==> src/design/escape_coded_channel_mux_unit_macros.svh <==
// Assertion macros shared by the escape-coded channel mux modules.
`ifndef ESCAPE_CODED_CHANNEL_MUX_UNIT_MACROS_SVH
`define ESCAPE_CODED_CHANNEL_MUX_UNIT_MACROS_SVH

// Same-cycle implication, disabled while reset is held.
`define ECM_ASSERT_NOW(lbl, clk, rstn, ante, cons, msg) \
    lbl: assert property (@(posedge clk) disable iff (!(rstn)) (ante) |-> (cons)) \
        else $error(msg);

// Next-cycle implication, disabled while reset is held.
`define ECM_ASSERT_NEXT(lbl, clk, rstn, ante, cons, msg) \
    lbl: assert property (@(posedge clk) disable iff (!(rstn)) (ante) |=> (cons)) \
        else $error(msg);

`endif

==> src/design/ecm_pkg.sv <==
// Package: types, codes and constants of the escape-coded channel mux.
package ecm_pkg;

    localparam int ECM_MAX_OUT     = 4;
    localparam int ECM_IDX_W       = $clog2(ECM_MAX_OUT);
    localparam int ECM_QUEUE_DEPTH = 2;
    localparam int ECM_CFG_IDX_W   = 3;
    localparam int ECM_CFG_DATA_W  = 64;

    localparam logic [7:0] ECM_ESC_BYTE     = 8'hFF;
    localparam logic [7:0] ECM_LITERAL_CODE = 8'hFE;
    localparam logic [7:0] ECM_QUERY_CODE   = 8'hFD;
    localparam logic [7:0] ECM_MAX_CHANNEL  = 8'hFE;

    typedef enum logic [1:0] {
        CMD_RECEIVE = 2'd0,
        CMD_SEND    = 2'd1,
        CMD_SYNC    = 2'd2
    } t_cmd;

    typedef enum logic [ECM_CFG_IDX_W-1:0] {
        CFG_V2_PROTOCOL   = 3'd0,
        CFG_WAIT_FOR_SYNC = 3'd1,
        CFG_INITIAL_RX    = 3'd2,
        CFG_ENABLED_0     = 3'd3,
        CFG_ENABLED_1     = 3'd4,
        CFG_ENABLED_2     = 3'd5,
        CFG_ENABLED_3     = 3'd6
    } t_cfg_idx;

    // One decoded item: up to four bytes that share destination and channels.
    typedef struct packed {
        logic [ECM_MAX_OUT-1:0][7:0] bytes;
        logic [ECM_IDX_W-1:0]        last;
        logic                        dest;
        logic [7:0]                  target;
        logic [7:0]                  rxch;
    } t_job;

endpackage

==> src/design/ecm_front.sv <==
// Front end: configuration registers, link state and decoding of each word into at most one job.
module ecm_front
    import ecm_pkg::*;
(
    input  logic                      i_clk,
    input  logic                      i_rst_n,
    input  logic                      i_accept,
    input  logic [1:0]                i_command,
    input  logic [7:0]                i_data_byte,
    input  logic [7:0]                i_source_channel,
    input  logic                      i_cfg_write,
    input  logic [ECM_CFG_IDX_W-1:0]  i_cfg_index,
    input  logic [ECM_CFG_DATA_W-1:0] i_cfg_data,
    output logic                      o_push,
    output t_job                      o_job
);

    logic         r_v2;
    logic         r_wait;
    logic [254:0] r_enabled;

    logic         r_esc;
    logic         r_synced;
    logic [7:0]   r_rx;
    logic [7:0]   r_tx;
    logic         r_known;

    logic         n_esc;
    logic         n_synced;
    logic [7:0]   n_rx;
    logic [7:0]   n_tx;
    logic         n_known;

    logic [255:0] enabled_vec;
    logic [7:0]   limit;
    logic         has_result;
    t_job         job;
    logic [7:0]   cfg_rx;

    assign enabled_vec = {1'b0, r_enabled};
    assign limit       = r_v2 ? ECM_QUERY_CODE : ECM_LITERAL_CODE;
    assign cfg_rx      = (i_cfg_data[7:0] == ECM_ESC_BYTE) ? ECM_MAX_CHANNEL : i_cfg_data[7:0];

    always_comb begin
        n_esc      = r_esc;
        n_synced   = r_synced;
        n_rx       = r_rx;
        n_tx       = r_tx;
        n_known    = r_known;
        has_result = 1'b0;
        job        = '0;
        unique case (t_cmd'(i_command))
            CMD_RECEIVE: begin
                priority if (i_data_byte == ECM_ESC_BYTE) begin
                    n_esc = 1'b1;
                end else if (r_esc && (i_data_byte < limit)) begin
                    n_esc = 1'b0;
                    if (enabled_vec[i_data_byte]) begin
                        n_rx     = i_data_byte;
                        n_synced = 1'b1;
                    end
                end else if (r_esc && (i_data_byte != ECM_LITERAL_CODE)) begin
                    // query: answer with the transmit channel if there is one
                    n_esc = 1'b0;
                    if (r_known) begin
                        has_result   = 1'b1;
                        job.bytes[0] = ECM_ESC_BYTE;
                        job.bytes[1] = r_tx;
                        job.last     = ECM_IDX_W'(1);
                    end
                end else begin
                    n_esc = 1'b0;
                    if (!(r_wait && !r_synced)) begin
                        has_result   = 1'b1;
                        job.dest     = 1'b1;
                        job.target   = r_rx;
                        job.bytes[0] = r_esc ? ECM_ESC_BYTE : i_data_byte;
                        job.last     = ECM_IDX_W'(0);
                    end
                end
            end
            CMD_SEND: begin
                if (i_source_channel != ECM_ESC_BYTE) begin
                    has_result = 1'b1;
                    if (!r_known || (r_tx != i_source_channel)) begin
                        n_tx         = i_source_channel;
                        n_known      = 1'b1;
                        job.bytes[0] = ECM_ESC_BYTE;
                        job.bytes[1] = i_source_channel;
                        job.bytes[2] = i_data_byte;
                        job.bytes[3] = ECM_ESC_BYTE;
                        job.last     = (i_data_byte == ECM_ESC_BYTE) ? ECM_IDX_W'(3)
                                                                      : ECM_IDX_W'(2);
                    end else begin
                        job.bytes[0] = i_data_byte;
                        job.bytes[1] = ECM_ESC_BYTE;
                        job.last     = (i_data_byte == ECM_ESC_BYTE) ? ECM_IDX_W'(1)
                                                                      : ECM_IDX_W'(0);
                    end
                end
            end
            CMD_SYNC: begin
                has_result   = 1'b1;
                job.bytes[0] = ECM_ESC_BYTE;
                job.bytes[1] = ECM_QUERY_CODE;
                job.bytes[2] = ECM_ESC_BYTE;
                job.bytes[3] = r_known ? r_tx : ECM_ESC_BYTE;
                job.last     = ECM_IDX_W'(3);
            end
            default: begin
            end
        endcase
        job.rxch = n_rx;
    end

    assign o_push = i_accept && has_result;
    assign o_job  = job;

    always_ff @(posedge i_clk) begin
        if (!i_rst_n) begin
            r_v2      <= 1'b1;
            r_wait    <= 1'b0;
            r_enabled <= '0;
            r_esc     <= 1'b0;
            r_synced  <= 1'b0;
            r_rx      <= 8'd0;
            r_tx      <= 8'd0;
            r_known   <= 1'b0;
        end else if (i_accept) begin
            r_esc    <= n_esc;
            r_synced <= n_synced;
            r_rx     <= n_rx;
            r_tx     <= n_tx;
            r_known  <= n_known;
        end else if (i_cfg_write) begin
            unique case (t_cfg_idx'(i_cfg_index))
                CFG_V2_PROTOCOL:   r_v2  <= i_cfg_data[0];
                CFG_WAIT_FOR_SYNC: r_wait <= i_cfg_data[0];
                CFG_INITIAL_RX: begin
                    // only the live receive channel needs it, and only before any switch
                    if (!r_synced) begin
                        r_rx <= cfg_rx;
                    end
                end
                CFG_ENABLED_0: r_enabled[63:0]    <= i_cfg_data;
                CFG_ENABLED_1: r_enabled[127:64]  <= i_cfg_data;
                CFG_ENABLED_2: r_enabled[191:128] <= i_cfg_data;
                CFG_ENABLED_3: r_enabled[254:192] <= i_cfg_data[62:0];
                default: begin
                end
            endcase
        end
    end

endmodule

==> src/design/ecm_queue.sv <==
// Job queue between the decoding front end and the byte emitter.
module ecm_queue
    import ecm_pkg::*;
#(
    parameter int DEPTH = ECM_QUEUE_DEPTH
) (
    input  logic i_clk,
    input  logic i_rst_n,
    input  logic i_push,
    input  t_job i_job,
    input  logic i_pop,
    output logic o_full,
    output logic o_head_valid,
    output t_job o_head
);

    `include "escape_coded_channel_mux_unit_macros.svh"

    localparam int PTR_W = $clog2(DEPTH);
    localparam int CNT_W = $clog2(DEPTH + 1);

    t_job             r_mem [DEPTH];
    logic [PTR_W-1:0] r_wr;
    logic [PTR_W-1:0] r_rd;
    logic [CNT_W-1:0] r_count;

    function automatic logic [PTR_W-1:0] next_ptr(input logic [PTR_W-1:0] p);
        logic [PTR_W-1:0] res;
        if (p == PTR_W'(DEPTH - 1)) begin
            res = '0;
        end else begin
            res = p + PTR_W'(1);
        end
        return res;
    endfunction

    assign o_full       = (r_count == CNT_W'(DEPTH));
    assign o_head_valid = (r_count != '0);
    assign o_head       = r_mem[r_rd];

    always_ff @(posedge i_clk) begin
        if (i_push) begin
            r_mem[r_wr] <= i_job;
        end
    end

    always_ff @(posedge i_clk) begin
        if (!i_rst_n) begin
            r_wr    <= '0;
            r_rd    <= '0;
            r_count <= '0;
        end else begin
            if (i_push) begin
                r_wr <= next_ptr(r_wr);
            end
            if (i_pop) begin
                r_rd <= next_ptr(r_rd);
            end
            if (i_push && !i_pop) begin
                r_count <= r_count + CNT_W'(1);
            end else if (i_pop && !i_push) begin
                r_count <= r_count - CNT_W'(1);
            end
        end
    end

    `ECM_ASSERT_NOW(a_count_bound, i_clk, i_rst_n, 1'b1, r_count <= CNT_W'(DEPTH), "queue count beyond depth")
    `ECM_ASSERT_NOW(a_no_overflow, i_clk, i_rst_n, i_push, !o_full, "job pushed into a full queue")
    `ECM_ASSERT_NOW(a_no_underflow, i_clk, i_rst_n, i_pop, o_head_valid, "job popped from an empty queue")

endmodule

==> src/design/ecm_back.sv <==
// Back end: walks the head job one byte a cycle, while unstalled, into the output register.
module ecm_back
    import ecm_pkg::*;
(
    input  logic       i_clk,
    input  logic       i_rst_n,
    input  logic       i_head_valid,
    input  t_job       i_head,
    output logic       o_pop,
    output logic       o_out_valid,
    input  logic       i_out_stall,
    output logic       o_out_destination,
    output logic [7:0] o_out_target_channel,
    output logic [7:0] o_out_byte,
    output logic       o_out_last_of_run,
    output logic [7:0] o_out_receive_channel
);

    `include "escape_coded_channel_mux_unit_macros.svh"

    logic [ECM_IDX_W-1:0] r_idx;
    logic                 r_valid;
    logic                 r_dest;
    logic [7:0]           r_target;
    logic [7:0]           r_byte;
    logic                 r_last;
    logic [7:0]           r_rxch;

    logic load;
    logic at_last;

    assign load    = !r_valid || !i_out_stall;
    assign at_last = (r_idx == i_head.last);
    assign o_pop   = load && i_head_valid && at_last;

    always_ff @(posedge i_clk) begin
        if (!i_rst_n) begin
            r_valid <= 1'b0;
            r_idx   <= '0;
        end else if (load) begin
            r_valid <= i_head_valid;
            if (i_head_valid) begin
                r_idx <= at_last ? '0 : r_idx + ECM_IDX_W'(1);
            end
        end
    end

    always_ff @(posedge i_clk) begin
        if (load && i_head_valid) begin
            r_dest   <= i_head.dest;
            r_target <= i_head.target;
            r_byte   <= i_head.bytes[r_idx];
            r_last   <= at_last;
            r_rxch   <= i_head.rxch;
        end
    end

    assign o_out_valid           = r_valid;
    assign o_out_destination     = r_dest;
    assign o_out_target_channel  = r_target;
    assign o_out_byte            = r_byte;
    assign o_out_last_of_run     = r_last;
    assign o_out_receive_channel = r_rxch;

    `ECM_ASSERT_NOW(a_idx_idle, i_clk, i_rst_n, !i_head_valid, r_idx == '0, "byte index left over with no job")
    `ECM_ASSERT_NOW(a_idx_bound, i_clk, i_rst_n, i_head_valid, r_idx <= i_head.last, "byte index beyond job end")
    `ECM_ASSERT_NOW(a_rx_single, i_clk, i_rst_n, r_valid && r_dest, r_last, "received data word not alone in its run")

endmodule

==> src/design/escape_coded_channel_mux_unit.sv <==
// Top level of the escape-coded channel multiplexer.
//
//  channel | direction | handshake              | payload
//  --------+-----------+------------------------+-----------------------------------------
//  in      | into unit | i_in_valid / o_in_stall | command, data_byte, source_channel
//  out     | out       | o_out_valid / i_out_stall | destination, target_channel, out_byte,
//          |           |                        | last_of_run, receive_channel
//  cfg     | into unit | i_cfg_valid / o_cfg_ready | register index, 64-bit write data
//
// An input word is decoded in the cycle it is accepted; the link state updates at once,
// so a new word can enter every cycle while the queue has room.
// Each word yields zero to four output words, emitted by the back end one per cycle
// while the output is not stalled.
// From acceptance, a job passes the queue and then the output register before its first word shows.
// Reset is synchronous, active low, and clears link state, queue and output valid.
// A stalled output holds its word; the queue (QUEUE_DEPTH jobs) keeps the input open until full.
module escape_coded_channel_mux_unit
    import ecm_pkg::*;
#(
    parameter int QUEUE_DEPTH = ECM_QUEUE_DEPTH
) (
    input  logic                      i_clk,
    input  logic                      i_rst_n,
    // input word channel
    input  logic                      i_in_valid,
    output logic                      o_in_stall,
    input  logic [1:0]                i_in_command,
    input  logic [7:0]                i_in_data_byte,
    input  logic [7:0]                i_in_source_channel,
    // output word channel
    output logic                      o_out_valid,
    input  logic                      i_out_stall,
    output logic                      o_out_destination,
    output logic [7:0]                o_out_target_channel,
    output logic [7:0]                o_out_byte,
    output logic                      o_out_last_of_run,
    output logic [7:0]                o_out_receive_channel,
    // configuration write channel
    input  logic                      i_cfg_valid,
    output logic                      o_cfg_ready,
    input  logic [ECM_CFG_IDX_W-1:0]  i_cfg_index,
    input  logic [ECM_CFG_DATA_W-1:0] i_cfg_data
);

    logic in_accept;
    logic push;
    t_job job;
    logic full;
    logic head_valid;
    t_job head;
    logic pop;

    // Hold the input off only while the job queue is full.
    assign o_in_stall  = full;
    assign in_accept   = i_in_valid && !full;
    // Ready stays high; the user must write only while the unit is idle (not enforced).
    assign o_cfg_ready = 1'b1;

    ecm_front u_front (
        .i_clk            (i_clk),
        .i_rst_n          (i_rst_n),
        .i_accept         (in_accept),
        .i_command        (i_in_command),
        .i_data_byte      (i_in_data_byte),
        .i_source_channel (i_in_source_channel),
        .i_cfg_write      (i_cfg_valid),
        .i_cfg_index      (i_cfg_index),
        .i_cfg_data       (i_cfg_data),
        .o_push           (push),
        .o_job            (job)
    );

    ecm_queue #(
        .DEPTH (QUEUE_DEPTH)
    ) u_queue (
        .i_clk        (i_clk),
        .i_rst_n      (i_rst_n),
        .i_push       (push),
        .i_job        (job),
        .i_pop        (pop),
        .o_full       (full),
        .o_head_valid (head_valid),
        .o_head       (head)
    );

    ecm_back u_back (
        .i_clk                 (i_clk),
        .i_rst_n               (i_rst_n),
        .i_head_valid          (head_valid),
        .i_head                (head),
        .o_pop                 (pop),
        .o_out_valid           (o_out_valid),
        .i_out_stall           (i_out_stall),
        .o_out_destination     (o_out_destination),
        .o_out_target_channel  (o_out_target_channel),
        .o_out_byte            (o_out_byte),
        .o_out_last_of_run     (o_out_last_of_run),
        .o_out_receive_channel (o_out_receive_channel)
    );

endmodule
==> config.mk <==
export PLATFORM = sky130hd
export DESIGN_NAME = escape_coded_channel_mux_unit
export DESIGN_NICKNAME = d
export VERILOG_FILES = /design/src/design/ecm_pkg.sv /design/src/design/ecm_front.sv /design/src/design/ecm_queue.sv /design/src/design/ecm_back.sv /design/src/design/escape_coded_channel_mux_unit.sv
export VERILOG_INCLUDE_DIRS = /design/src /design/src/design
export SDC_FILE = /design/constraint.sdc
export NUM_CORES = 1
export LEC_CHECK = 0
export ABC_CLOCK_PERIOD_IN_PS = 8100
export CORE_AREA = 4 4 236 146
export DETAILED_ROUTE_END_ITERATION = 10
export DIE_AREA = 0 0 240 150
export DONT_BUFFER_PORTS = 1
export GPL_TIMING_DRIVEN = 0
export PLACE_DENSITY = 0.75
export SYNTH_ARGS = -nofsm -noshare
export SYNTH_HDL_FRONTEND = slang
export SYNTH_SLANG_ARGS = --single-unit
==> constraint.sdc <==
create_clock -name i_clk -period 8.1 [get_ports i_clk]
set_input_delay 1.62 -clock i_clk [delete_from_list [all_inputs] [get_ports i_clk]]
set_output_delay 1.62 -clock i_clk [all_outputs]
set_load 0.01 [all_outputs]
# --- Word-level counts from Yosys, hierarchy flattened ---
# Memory sizes are Yosys's and may differ from the RTL's. A register that Yosys moved wholly into a read port is not among the register bits.
# Index checks and enable logic that the tools add are counted.
# W data, S select, Z words.
totals:
  regBits: 309
  mem_bits_rw: 102
  inputBits: 90
  output_inout_bits: 29
  wordCells: 131
  memories: 1
classes:
  addsub: 5
  n_lt_le_gt_ge: 3
  eq_ne: 16
  mux: 48
  bitwise: 2
  n_reduce_logical: 35
memory_table:
  columns: ["memory", "depth", "width", "read_ports", "rd_ports_with_merged_regs", "wr", "line_no", "rtl"]
  rows:
  - ["u_queue.r_mem", 2, 51, 1, 1, 1, "ecm_queue.sv:22", "t_job r_mem [DEPTH];"]
ops:
  columns: ["operator", "n"]
  rows:
  - ["$mux W8", 13]
  - ["$mux W27", 2]
  - ["$pmux W18 S3", 1]
  - ["$mux W18", 2]
  - ["$mux W34", 1]
  - ["$pmux W16 S2", 1]
  - ["$reduce_and A3 Y1", 7]
  - ["$mux W19", 1]
  - ["$mux W9", 2]
  - ["$bmux W8 S2", 1]
  - ["$eq A8 B8 Y1 const B", 2]
  - ["$mux W1", 16]
  - ["$mux W16", 1]
  - ["$ne A8 B8 Y1 const B", 2]
  - ["$mux W10", 1]
  - ["$eq A3 B3 Y1 const B", 3]
  - ["$logic_and A1 B1 Y1", 9]
  - ["$lt A8 B9 Y1 const B", 1]
  - ["$bmux W1 S8", 1]
  - ["$lt A8 B8 Y1", 1]
  - ["$mux W2", 4]
  - ["$ne A8 B8 Y1", 1]
  - ["$reduce_bool A2 Y1", 4]
  - ["$logic_not A1 Y1", 7]
  - ["other kinds (18)", 25]

# --- Longest topological paths before layout ---
depth:
  ltp_word: 12
  mapped_depth: 14
  ltp_nobuf: 10

# --- Modules after synthesis ---
# A second synthesis with hierarchy kept.
unflattened:
  hier_cells: 1795
  area_unflattened_um2: 18536.5
by_module_without_submodules:
  columns: ["module", "instances", "cells_each", "area_per_inst_um2", "seq_area_each_um2"]
  rows:
  - ["ecm_front", 1, 1555, 13445.4, 5525.3]
  - ["ecm_queue", 1, 181, 3896.2, 3163.0]
  - ["ecm_back", 1, 56, 1169.9, 840.8]
  - ["escape_coded_channel_mux_unit", 1, 3, 25.0, 0.0]

# --- Worst setup path before layout ---
# No wires, ideal clock.
synth_path:
  kind: "in2reg"
  startpoint: "input port i_in_data_byte[1]"
  endpoint: "memory u_queue.r_mem[0][0] (netlist bit), enable pin"
  setup_ns: 0.589
  arrival_time_ns: 7.944
  t_required_ns: 7.511
  setup_slack_ns: -0.433
  stages: 8
  path_buffers: 3
  cell_sequence: "buf_2 buf_2 buf_1 inv_1 o31ai_1 o2111a_1 nor3_1 nor4_1"
synth_between:
  elab_chain_len: 9
  elab_cells_between_ends: 12
  classes_between: "order compare (1); eq/ne (2); mux (6); reduce/logical (3)"
synth_rtl:
  columns: ["item", "line_no", "rtl"]
  rows:
  - ["from (decl)", "escape_coded_channel_mux_unit.sv:28", "input logic [7:0] i_in_data_byte,"]
  - ["branches (longest 4 deep; another with $lt A8 B8 Y1)", null, null]
  - ["$mux W1 (*)", "ecm_front.sv:54", "priority if (i_data_byte == ECM_ESC_BYTE) begin"]
  - ["$pmux W1 S3 (*)", "ecm_front.sv:52", "unique case (t_cmd'(i_command))"]
  - ["$logic_and A1 B1 Y1 (*)", "ecm_front.sv:116", "assign o_push = i_accept && has_result;"]
  - ["$mux W1 (*)", "ecm_queue.sv:42", "if (i_push) begin"]
  - ["$mux W1 (not written as such) (*)", "ecm_queue.sv:43", "r_mem[r_wr] <= i_job;"]
  - ["to (decl)", "ecm_queue.sv:22", null]
# Every way passes the cells marked *.

==> impl_results.md <==
* Non-Filler Instances at roughly 2300
* Minimum clock period at roughly 5.4 ns
* FF-to-FF Start: u_front.r_enabled[66]
* CTS tree: done
* Global-route wire length before repair at between 80 and 90 mm
* HP Class: reg2reg
* Number of synthesized flops with an enable pin at approximately 130
* Synth area leaders: dfxtp_1, edfxtp_1, nand2_1
* CP startpoint kind: primary input
* Largest net degree at the start of global routing at 32
* Yosys cell types at 62
* #FFs+latches synth at slightly above 400
* Gpl congestion at ~0.96
* Final setup viols at 0
* Final Hold Viols at 0
* Htree depth at 2
* Vias in the first global route at ~13000
* Power Dens Cells at about 250 nW/um^2
* Sequential area share after synthesis at 0.5224
* GRT Total Usage at 0.2937
* Mapped Area at roughly 18000 um^2
* Dpl cell area at approximately 19000 um^2
* Die Y at 150 um
* Pre-antenna DRT Iters at 6
* CTS buffer count at 39
* CP max FO at 10
* DIE AREA at 36000 um^2
* Routed len/inst at around 23 um
* Final worst path period share at 0.6659
* Hold Startpoint: u_front.r_enabled[184]
* Clock transition at the registers of the reported paths at 0.06 ns
* DR vias/cell at about 6.2
* DRC viols at 0
* Avg Cell Area, Syn at a little over 10 um^2
* Status: finished clean
* Leakage Power at roughly 6.7 nW
* # Max-Cap Violations at 0
* Root Driver: clkbuf_16
* Port bufs at 0
* Fill count at 2559
* Warnings, synthesis at 0
* Hold Crit Depth at 2
* R2R setup slack at around 4.9 ns
* Worst Max-Slew Pin Slew at roughly 1.1 ns
* Final Max Slew Viols at 0
* Largest buffer count on any clock path at 3
* CP Class: in2reg
* Post-CTS sizing at 0
* Peak VDD IR at ~0.18 mV
* Initial DRC Count at 1614
* Cts hold-fix bufs at 0
* Largest area contributor in the netlist: dfxtp_1
* Initial core utilization at 0.5672
* Clk_skew at 0.02581 ns
* Clock Latency Late Sink at 0.55 ns
* Fin nets at ~1900
* Worst Hold Path EP: u_front.r_enabled[184]
* Detail Route Antenna Nets at 0
* Die width at ~240 um
* Area added between synthesis and finish at 11.21%
* Clk sinks at ~400
* Initial antenna violation count at 2
* Fraction of layout instances using a drive strength above 1 at 0.1109
* Design Area, Final at approximately 20000 um^2
* CP endpoint kind: flop
* Post-synth top area share at 0.3117
* # diodes at 0
* Achievable frequency at about 190 MHz
* RR Endpoint: u_front.r_rx[1]
* HPWL after DPL at ~39 mm
* CP Data Arrival Time at 5.83 ns
* RSZ-0062 raised after global routing: false
* Setup Fix Bufs, Post-CTS at 0
* FP Rows at 51
* Final Routed Wirelength at approximately 53 mm
* R2R cell count at 8
* Mapped Cells at ~1800
* CP required at 8.54 ns
* I/O Pins at roughly 120
* Placed cells at 2201
* GRT Residual Overflow at 0
* Synth Flop Type: dfxtp_1
* Syn nets at 1865
* Via count at around 14000
* Relative slew slack at 0.2504
* Core Footprint at between 30000 and 40000 um^2
* Asr flop ratio synth at 0
==> cell families after synthesis <==
logic type / after synthesis / synth area share
XOR/XNOR: 13 / 0.006241
flip-flops: 412 / 0.5224
buffers and inverters: 135 / 0.03217
AND/OR/NAND/NOR: 693 / 0.1540
AO/OA/AOI/OAI: 353 / 0.1423
other: 1 / 0.0002056
adder cells (fa/ha/maj): 6 / 0.004115
multiplexers: 156 / 0.1386
==> routing by layer <==
layer	GRT usage	share of wire	routed length [um]	vias up
met2	0.4212	0.41	21930	796
met5	0	0.00054	29	-
met4	0.07063	0.022	1185	4
li1	-	-	-	6254
met1	0.4366	0.44	23310	6873
met3	0.09099	0.13	6809	99
==> cells in the mapped netlist (4+ instances only) <==
master / instances
a21boi_0: 257
a21oi_1: 28
a22oi_1: 12
and2_1: 16
buf_2: 12
buf_6: 5
clkbuf_1: 102
dfxtp_1: 284
edfxtp_1: 128
ha_1: 6
inv_1: 9
mux2_2: 30
mux2_4: 7
mux2i_1: 49
mux4_1: 5
mux4_2: 65
nand2_1: 548
nand2b_1: 8
nand3_1: 8
nand4_1: 7
nor2_1: 56
nor2b_1: 21
nor3_1: 12
nor4_1: 4
o211a_1: 7
o21ai_0: 16
or3_1: 4
xnor2_1: 9
xor2_1: 4
==> cell usage in the layout (no fill, tap or decap), types with 16 or more instances in the layout <==
cell / netlist / final
edfxtp_1: 128 / 128
mux4_2: 65 / 65
dfxtp_1: 284 / 284
clkbuf_16: 0 / 40
nand2_1: 548 / 548
mux2_2: 30 / 30
nor2_1: 56 / 56
clkbuf_1: 102 / 109
mux2i_1: 49 / 49
a21oi_1: 28 / 27
a21boi_0: 257 / 257
nor2b_1: 21 / 21
o21ai_0: 16 / 16
==> power by group <==
| part | internal [W] | total [W] | switching (W) |
|---|---|---|---|
| Clock | 0.00111 | 0.00192 | 0.000801 |
| Combinational | 0.000279 | 0.000675 | 0.000396 |
| Sequential | 0.00232 | 0.00242 | 0.000101 |
==> layout make-up <==
type | count | area, um^2 | share of cell area
Sequential cell | 412 | 9529 | 0.4697
Clock inverter | 16 | 202.7 | 0.009991
Inverter | 10 | 37.54 | 0.001850
Tap cell | 424 | 530.5 | 0.02615
Multi-Input combinational cell | 1222 | 8174 | 0.4029
Timing Repair Buffer | 8 | 126.4 | 0.006229
Buffer | 125 | 549.3 | 0.02708
Clock buffer | 55 | 1137 | 0.05606
==> sequential cells by signal, summed over array words and instances, names as in the netlist, named ones only <==
signal,count
u_front.r_enabled,255
u_front.r_wait,1
u_front.r_tx,8
u_front.r_known,1
u_back.r_idx,2
u_queue.r_count,2
u_front.r_synced,1
u_back.o_out_valid,1
u_queue.r_wr,1
u_front.r_rx,8
u_queue.r_mem,102
u_front.r_v2,1
u_front.r_esc,1
u_back.o_out_receive_channel,8
u_back.o_out_last_of_run,1
u_queue.r_rd,1
u_back.o_out_byte,8
u_back.o_out_target_channel,8
u_back.o_out_destination,1
==> through the flow <==
| step | setup TNS [ns] | setup WS, ns | utilization | power [W] | hold WS (ns) |
|---|---|---|---|---|---|
| floorplan | 0 | 1.720 | - | 0.002893 | 0.4386 |
| detailed placement | 0 | 2.433 | 0.5891 | 0.003130 | 0.4552 |
| finish | 0 | 2.706 | 0.6308 | 0.005015 | 0.4588 |
| CTS | 0 | 2.977 | 0.6308 | 0.005014 | 0.4635 |
| global route | 0 | 2.699 | 0.6308 | 0.005168 | 0.4812 |
| global placement | -38.56 | -0.7445 | 0.5839 | 0.003070 | 0.4461 |
==> worst max-delay path by stage <==
stage,from,end,cells past startpoint
finish,i_in_data_byte[1],u_front.r_rx[1],11
global route,i_in_data_byte[1],u_front.r_rx[1],11
CTS,i_in_data_byte[1],u_front.r_rx[1],11
detailed placement,i_in_data_byte[1],u_front.r_rx[1],11
global placement,i_in_data_byte[1],u_queue.r_mem[0][30],8
floorplan,i_in_data_byte[1],u_queue.r_mem[0][0],8
==> critical path: stages <==
cell       delay, ns
buf_2           0.30
buf_2           0.41
buf_2           0.43
nand2_1         0.33
a211oi_1        0.41
a221oi_1        0.09
a2111oi_0       0.80
o31ai_1         0.27
a32oi_4         0.58
mux2_4          0.36
o211a_1         0.21
No activity file was read; power rests on OpenSTA's default activity.
